<file path="config.mk">
export PLATFORM = sky130hd
export DESIGN_NAME = ambient_light_lux_calc
export DESIGN_NICKNAME = d
export VERILOG_FILES = /design/src/sv/alux_pkg.sv /design/src/sv/alux_seg_sel.sv /design/src/sv/ambient_light_lux_calc.sv
export SDC_FILE = /design/constraint.sdc
export NUM_CORES = 2
export LEC_CHECK = 0
export BUFFER_PORTS_ARGS = -buffer_cell sky130_fd_sc_hd__buf_2
export CAP_MARGIN = 20
export CORE_ASPECT_RATIO = 0.9
export CORE_UTILIZATION = 50
export CTS_CLUSTER_DIAMETER = 200
export DETAILED_ROUTE_END_ITERATION = 10
export PLACE_DENSITY = 0.64
export SYNTH_ARGS = -nofsm -noshare
export SYNTH_HDL_FRONTEND = slang
export SYNTH_SLANG_ARGS = --single-unit
export TNS_END_PERCENT = 100
</file>
<file path="constraint.sdc">
create_clock -name clk -period 6.7 [get_ports clk]
set_input_delay 0.67 -clock clk [delete_from_list [all_inputs] [get_ports clk]]
set_output_delay 0.67 -clock clk [all_outputs]
set_load 0.01 [all_outputs]
</file>
<file path="src/sv/alux_pkg.sv">
// Shared widths, codes and coefficient tables of the lux calculator.
`default_nettype none

package alux_pkg;

    // Field and datapath widths.
    localparam int RAW_W      = 16;
    localparam int SCALE_FRAC = 10;
    localparam int RATIO_FRAC = 9;
    localparam int LUX_FRAC   = 14;
    localparam int BASE_W     = 15;
    localparam int GAIN_SHIFT = 4;
    localparam int SCALE_W    = BASE_W + GAIN_SHIFT;
    localparam int C_W        = RAW_W + SCALE_W - SCALE_FRAC;
    localparam int COEF_W     = 10;
    localparam int THR_W      = COEF_W + 1;
    localparam int PROD_W     = C_W + THR_W;
    localparam int SHIFT_W    = C_W + RATIO_FRAC + 1;
    localparam int MUL_W      = C_W + COEF_W;
    localparam int LUX_W      = 21;
    localparam int NSEG       = 8;
    localparam int NBRK       = NSEG - 1;
    localparam int SEG_W      = 3;

    // Configuration port.
    localparam int CFG_W     = 2;
    localparam int CFG_IDX_W = 1;
    localparam logic [CFG_IDX_W-1:0] REG_ITIME = 1'b0;
    localparam logic [CFG_IDX_W-1:0] REG_GAIN  = 1'b1;

    // Integration time codes; all other codes mean nominal.
    localparam logic [1:0] ITIME_FAST    = 2'd0;
    localparam logic [1:0] ITIME_MID     = 2'd1;
    localparam logic [1:0] ITIME_NOMINAL = 2'd2;

    // Scale factors with SCALE_FRAC fractional bits.
    localparam logic [BASE_W-1:0] SCALE_FAST = 15'h7517;
    localparam logic [BASE_W-1:0] SCALE_MID  = 15'h0fe7;
    localparam logic [BASE_W-1:0] SCALE_UNIT = 15'h0400;

    // Ratio breakpoints and segment coefficients.
    localparam logic [COEF_W-1:0] SEG_BREAK [NBRK] = '{
        10'h040, 10'h080, 10'h0c0, 10'h100, 10'h138, 10'h19a, 10'h29a
    };
    localparam logic [COEF_W-1:0] SEG_B [NSEG] = '{
        10'h1f2, 10'h214, 10'h23f, 10'h270, 10'h16f, 10'h0d2, 10'h018, 10'h000
    };
    localparam logic [COEF_W-1:0] SEG_M [NSEG] = '{
        10'h1be, 10'h2d1, 10'h37b, 10'h3fe, 10'h1fc, 10'h0fb, 10'h012, 10'h000
    };

    // Scaled channel pair moving down the pipeline.
    typedef struct packed {
        logic           valid;
        logic [C_W-1:0] c0;
        logic [C_W-1:0] c1;
    } alux_chan_t;

    // Scaled channel pair with its segment coefficients.
    typedef struct packed {
        logic              valid;
        logic [C_W-1:0]    c0;
        logic [C_W-1:0]    c1;
        logic [COEF_W-1:0] b;
        logic [COEF_W-1:0] m;
    } alux_coef_t;

endpackage

`default_nettype wire

</file>
<file path="src/sv/alux_seg_sel.sv">
// Two-stage segment selection from the infrared to broadband ratio.
`default_nettype none

module alux_seg_sel (
    input  wire logic                clk,
    input  wire logic                rst_n,
    input  wire alux_pkg::alux_chan_t chan_in,
    output alux_pkg::alux_coef_t     coef_out
);
    import alux_pkg::*;

    // Stage A registers: threshold products and shifted infrared count.
    logic                        a_valid_reg;
    logic [C_W-1:0]              a_c0_reg;
    logic [C_W-1:0]              a_c1_reg;
    logic                        a_zero_reg;
    logic [SHIFT_W-1:0]          a_c1sh_reg;
    logic [PROD_W-1:0]           a_thr_reg [NBRK];
    logic [PROD_W-1:0]           a_thr_next [NBRK];

    // Stage B registers: chosen coefficients.
    logic                        b_valid_reg;
    logic [C_W-1:0]              b_c0_reg;
    logic [C_W-1:0]              b_c1_reg;
    logic [COEF_W-1:0]           b_b_reg;
    logic [COEF_W-1:0]           b_m_reg;
    logic [SEG_W-1:0]            seg_next;
    logic [NBRK-1:0]             below;

    // The rounded ratio is at most a breakpoint B exactly when
    // c1 * 2^10 < c0 * (2B + 1), so each breakpoint becomes one product.
    always_comb
    begin
        for (int k = 0; k < NBRK; k++)
        begin
            a_thr_next[k] = PROD_W'(chan_in.c0) * PROD_W'({SEG_BREAK[k], 1'b1});
        end
    end

    // Stage A valid bit.
    always_ff @(posedge clk or negedge rst_n)
    begin
        if (!rst_n)
        begin
            a_valid_reg <= 1'b0;
        end
        else
        begin
            a_valid_reg <= chan_in.valid;
        end
    end

    // Stage A payload.
    always_ff @(posedge clk)
    begin
        a_c0_reg   <= chan_in.c0;
        a_c1_reg   <= chan_in.c1;
        a_zero_reg <= (chan_in.c0 == '0);
        a_c1sh_reg <= {chan_in.c1, {(RATIO_FRAC + 1){1'b0}}};
        for (int k = 0; k < NBRK; k++)
        begin
            a_thr_reg[k] <= a_thr_next[k];
        end
    end

    // Compare against every breakpoint and take the first one that holds.
    always_comb
    begin
        for (int k = 0; k < NBRK; k++)
        begin
            below[k] = (PROD_W'(a_c1sh_reg) < a_thr_reg[k]);
        end
        seg_next = SEG_W'(NSEG - 1);
        for (int k = NBRK - 1; k >= 0; k--)
        begin
            if (below[k])
            begin
                seg_next = SEG_W'(k);
            end
        end
        // A zero broadband count gives a ratio of zero.
        if (a_zero_reg)
        begin
            seg_next = '0;
        end
    end

    // Stage B valid bit.
    always_ff @(posedge clk or negedge rst_n)
    begin
        if (!rst_n)
        begin
            b_valid_reg <= 1'b0;
        end
        else
        begin
            b_valid_reg <= a_valid_reg;
        end
    end

    // Stage B payload.
    always_ff @(posedge clk)
    begin
        b_c0_reg <= a_c0_reg;
        b_c1_reg <= a_c1_reg;
        b_b_reg  <= SEG_B[seg_next];
        b_m_reg  <= SEG_M[seg_next];
    end

    assign coef_out.valid = b_valid_reg;
    assign coef_out.c0    = b_c0_reg;
    assign coef_out.c1    = b_c1_reg;
    assign coef_out.b     = b_b_reg;
    assign coef_out.m     = b_m_reg;

endmodule

`default_nettype wire

</file>
<file path="src/sv/ambient_light_lux_calc.sv">
// Throughput: one sample pair per cycle; busy is always low and the pipeline never stalls.
// The five register stages are: channel scaling, ratio threshold products,
// segment choice, coefficient products, and difference with rounding.
// Reset clears all valid bits and sets the integration code to nominal and the gain to 1x.
`default_nettype none

module ambient_light_lux_calc (
    input  wire logic                          clk,
    input  wire logic                          rst_n,
    input  wire logic                          start,
    output logic                               busy,
    input  wire logic [alux_pkg::RAW_W-1:0]    broadband_count,
    input  wire logic [alux_pkg::RAW_W-1:0]    infrared_count,
    output logic                               done,
    output logic [alux_pkg::LUX_W-1:0]         lux,
    input  wire logic                          cfg_we,
    input  wire logic [alux_pkg::CFG_IDX_W-1:0] cfg_index,
    input  wire logic [alux_pkg::CFG_W-1:0]    cfg_data
);
    import alux_pkg::*;

    localparam logic [MUL_W:0] ROUND_HALF = (MUL_W + 1)'(1) << (LUX_FRAC - 1);

    logic [1:0]           itime_reg;
    logic                 gain_reg;
    logic [BASE_W-1:0]    base_scale;
    logic [SCALE_W-1:0]   scale;
    logic [RAW_W+SCALE_W-1:0] c0_prod;
    logic [RAW_W+SCALE_W-1:0] c1_prod;
    logic                 accept;

    logic                 s1_valid_reg;
    logic [C_W-1:0]       s1_c0_reg;
    logic [C_W-1:0]       s1_c1_reg;
    alux_chan_t           s1_chan;
    alux_coef_t           coef;

    logic                 s4_valid_reg;
    logic [MUL_W-1:0]     s4_pos_reg;
    logic [MUL_W-1:0]     s4_neg_reg;

    logic [MUL_W-1:0]     diff;
    logic [MUL_W:0]       rounded;
    logic                 done_reg;
    logic [LUX_W-1:0]     lux_reg;

    // Configuration writes; only the register's low bits are kept.
    always_ff @(posedge clk or negedge rst_n)
    begin
        if (!rst_n)
        begin
            itime_reg <= ITIME_NOMINAL;
            gain_reg  <= 1'b0;
        end
        else if (cfg_we)
        begin
            unique case (cfg_index)
                REG_ITIME: itime_reg <= cfg_data[1:0];
                REG_GAIN:  gain_reg  <= cfg_data[0];
            endcase
        end
    end

    // Scale factor for integration time and gain.
    always_comb
    begin
        case (itime_reg)
            ITIME_FAST: base_scale = SCALE_FAST;
            ITIME_MID:  base_scale = SCALE_MID;
            default:    base_scale = SCALE_UNIT;
        endcase
        if (gain_reg)
        begin
            scale = SCALE_W'(base_scale);
        end
        else
        begin
            scale = {base_scale, {GAIN_SHIFT{1'b0}}};
        end
    end

    assign busy    = 1'b0;
    assign accept  = start && !busy;
    assign c0_prod = (RAW_W + SCALE_W)'(broadband_count) * (RAW_W + SCALE_W)'(scale);
    assign c1_prod = (RAW_W + SCALE_W)'(infrared_count) * (RAW_W + SCALE_W)'(scale);

    // Stage 1: scaled channel counts.
    always_ff @(posedge clk or negedge rst_n)
    begin
        if (!rst_n)
        begin
            s1_valid_reg <= 1'b0;
        end
        else
        begin
            s1_valid_reg <= accept;
        end
    end

    always_ff @(posedge clk)
    begin
        s1_c0_reg <= c0_prod[RAW_W+SCALE_W-1:SCALE_FRAC];
        s1_c1_reg <= c1_prod[RAW_W+SCALE_W-1:SCALE_FRAC];
    end

    assign s1_chan.valid = s1_valid_reg;
    assign s1_chan.c0    = s1_c0_reg;
    assign s1_chan.c1    = s1_c1_reg;

    // Stages 2 and 3: segment choice.
    alux_seg_sel u_seg_sel (
        .clk      (clk),
        .rst_n    (rst_n),
        .chan_in  (s1_chan),
        .coef_out (coef)
    );

    // Stage 4: intercept and slope products.
    always_ff @(posedge clk or negedge rst_n)
    begin
        if (!rst_n)
        begin
            s4_valid_reg <= 1'b0;
        end
        else
        begin
            s4_valid_reg <= coef.valid;
        end
    end

    always_ff @(posedge clk)
    begin
        s4_pos_reg <= MUL_W'(coef.c0) * MUL_W'(coef.b);
        s4_neg_reg <= MUL_W'(coef.c1) * MUL_W'(coef.m);
    end

    // Difference clamped at zero, then rounded half up.
    always_comb
    begin
        if (s4_neg_reg >= s4_pos_reg)
        begin
            diff = '0;
        end
        else
        begin
            diff = s4_pos_reg - s4_neg_reg;
        end
        rounded = (MUL_W + 1)'(diff) + ROUND_HALF;
    end

    // Stage 5: result register and strobe.
    always_ff @(posedge clk or negedge rst_n)
    begin
        if (!rst_n)
        begin
            done_reg <= 1'b0;
        end
        else
        begin
            done_reg <= s4_valid_reg;
        end
    end

    always_ff @(posedge clk)
    begin
        lux_reg <= rounded[LUX_FRAC+LUX_W-1:LUX_FRAC];
    end

    assign done = done_reg;
    assign lux  = lux_reg;

endmodule

`default_nettype wire

</file>
==> summary.txt <==
Vias/cell: 5.31
WP data required: 7.27 ns
Setup crit end kind: flip-flop
Worst hold slack: 0.0893 ns
Clock-pin slew on the worst setup and hold paths: 0.07 ns
Final Util: 55.9%
Slew Limit Headroom: 38.6%
Worst Setup SP: itime_reg[1]
Port Buf Inserts: 60
Final #Nets: 9798
Top cell type's share of synthesized area: 30.8%
Final Setup Violations: 0
I/O pins: 62
Remaining routing DRC violations: 0
Worst-Margin Slew: 0.897 ns
Area delta synth->final: 10.9%
Initial antenna violation count: 1
CP Class: reg2reg
Clk_lat worst skew: 0.68 ns
Via Count: 50100
CTS tree: yes
Number of fillers in the final layout: 12100
Reg2Reg Depth: 26
Largest net degree at the start of global routing: 26
Mapped Area: 68200 µm²
Worst r2r src: itime_reg[1]
Slew Viols, Final: 0
TritonCTS Buffers: 54
Final period util: 98.8%
1st-pass router iterations: 5
#FFs+latches synth: 466
Grt ovf: 0
Core Rows: 128
Largest area contributor in the netlist: fa_1
CTS H-Tree Depth: 2
Most frequent cell after synthesis: inv_1
Skew final: 0.0331 ns
Sink Count: 466
Outcome: completed
Effective utilization at floorplan: 50.4%
First-pass GRT wire length: 283 mm
Antenna Violating Nets Remaining: 0
Synth top area cells: fa_1 (31%), ha_1 (21%), dfxtp_1 (13%), inv_1 (8.5%), and2_1 (3.6%)
Die ar.: 138000 µm²
Max Fclk: 0.151 GHz
Syn avg cell area: 9.41 µm²
Reg-to-reg slack, setup: 0.08 ns
# Max-Cap Violations: 0
HP Class: in2reg
Maximum clock path buffer count: 3
Hold Path Sink: s1_valid_reg
Largest register FFs: 199
WL final: 175 mm
Number of distinct library cells after synthesis: 87
DP Wirelength: 147 mm
Fin crit period: 6.62 ns
CP startpoint kind: flip-flop
Final Hold Violating Endpoints: 0
Chip width: 391 µm
Syn Inst Count: 7249
DRT iter0 DRCs: 2662
Core area: 135000 µm²
Share of cells above drive strength 1: 8.94%
Synth cell count leaders: inv_1 (1543), ha_1 (1147), fa_1 (1049), nand2_1 (541), dfxtp_1 (458)
Vias in the first global route: 52600
Yosys warning total: 0
FFs w/ async S/R, synth: 1.72%
Worst EP arrival: 7.19 ns
Die Height: 352 µm
Crit path max fanout: 7
R2R Path End: s1_c0_reg[24]
Final GP Congestion: 0.930
WL/cell: 18.6 µm
Post-synthesis sequential area ratio: 13.7%
Worst Hold Launch: start
Most used DFF post-synth: dfxtp_1
Root Driver: clkbuf_16
GRT Resource Usage Total: 26.0%
Hold depth: 1
Synth Net Count: 9484
RSZ-0062 raised after global routing: yes
Post-synth EDFFs: 0
layer usage:
layer	wire, µm	track usage (%)	vias up
li1	-	-	23800
met1	79100	35.8	24800
met2	81700	42.8	1214
met3	8700	2.57	287
met4	5980	8.35	0
met5	0	0	-
kinds of logic after synthesis:
logic type               count (synthesis)  synth area share (%)
AO/OA/AOI/OAI                          934                  9.09
XOR/XNOR                               301                  3.86
adder cells (fa/ha/maj)               2196                  51.8
buffers and inverters                 1695                  9.34
flip-flops                             466                  13.7
multiplexers                            10                 0.152
other                                    1               0.00549
AND/OR/NAND/NOR                       1646                  12.0
cells in the final DEF (no fill, tap or decap), drive strengths merged, types with 9 or more instances in the layout:
cell type and instances:
a2111oi 13, a211o 17, a211oi 38, a21boi 13, a21o 152, a21oi 269
a221oi 9, a31o 10, a31oi 27, and2 390, and3 48, and4 11
buf 406, clkbuf 67, clkinv 14, dfxtp 458, fa 1049, ha 1147
inv 1552, nand2 541, nand2b 27, nand3 129, nand3b 10, nand4 50
nor2 249, nor2b 35, nor3 71, nor4 18, o2111ai 11, o211ai 25
o21a 49, o21ai 152, o21bai 45, o31a 12, o31ai 16, or2 14
or3 18, or4 12, xnor2 208, xor2 93
worst max-delay path by stage:
stage                          to  slack (ns)  cells after the start
global route        s1_c1_reg[24]       -0.18                     27
finish              s1_c0_reg[24]        0.08                     26
global placement    s1_c1_reg[24]       -0.26                     25
detailed placement  s1_c1_reg[24]       -0.32                     25
floorplan           s1_c1_reg[24]     -0.0006                     24
CTS                 s1_c0_reg[24]     0.00008                     25
worst max-delay path: stages, from the launching register on:
cell and delay (ns):
dfstp_2 0.65, buf_6 0.15, nor2_4 0.04, nor2_4 0.12, buf_4 0.13, nor2_2 0.04
fa_1 0.53, inv_1 0.05, fa_1 0.51, inv_2 0.04, fa_1 0.55, fa_1 0.46
fa_1 0.53, inv_2 0.04, fa_1 0.54, inv_2 0.05, ha_4 0.21, a21o_1 0.15
a21o_1 0.15, a21o_1 0.15, a21o_1 0.16, a21oi_2 0.18, o31ai_4 0.11, and4b_1 0.20
or3_4 0.40, a211oi_2 0.25, xnor2_1 0.10
area by class of cell:
| type | count | area, µm² | share of cell area, % |
|---|---|---|---|
| Multi-Input combinational cell | 5089 | 53000 | 70.1 |
| Timing Repair Buffer | 409 | 3250 | 4.30 |
| Clock inverter | 37 | 465 | 0.615 |
| Antenna cell | 3 | 7.51 | 0.00992 |
| Sequential cell | 466 | 9380 | 12.4 |
| Tap cell | 1820 | 2280 | 3.01 |
| Clock buffer | 65 | 1480 | 1.96 |
| Inverter | 1543 | 5800 | 7.66 |
metrics by stage:
stage | setup slack (ns) | area, µm² | std cells | setup TNS [ns]
after floorplan | -0.000600 | 68300 | 7249 | -0.000600
after global placement | -0.257 | 72700 | 9286 | -2.02
after detailed placement | -0.321 | 72700 | 9287 | -3.17
after CTS | 0.0000813 | 74900 | 9395 | 0
after global routing | -0.175 | 75700 | 9430 | -0.748
final | 0.0802 | 75700 | 9432 | 0
timing repair:
item,CTS,global route
hold buffers,1,0
buffers inserted,5,32
pin swaps,12,99
resized for setup,34,143
hold endpoints to repair,7,0
setup endpoints to repair,19,27
cloned,1,1
Power is left out: the tool's default activity adds up to more than one toggle a clock period on the data nets, which glitch-free logic cannot reach.
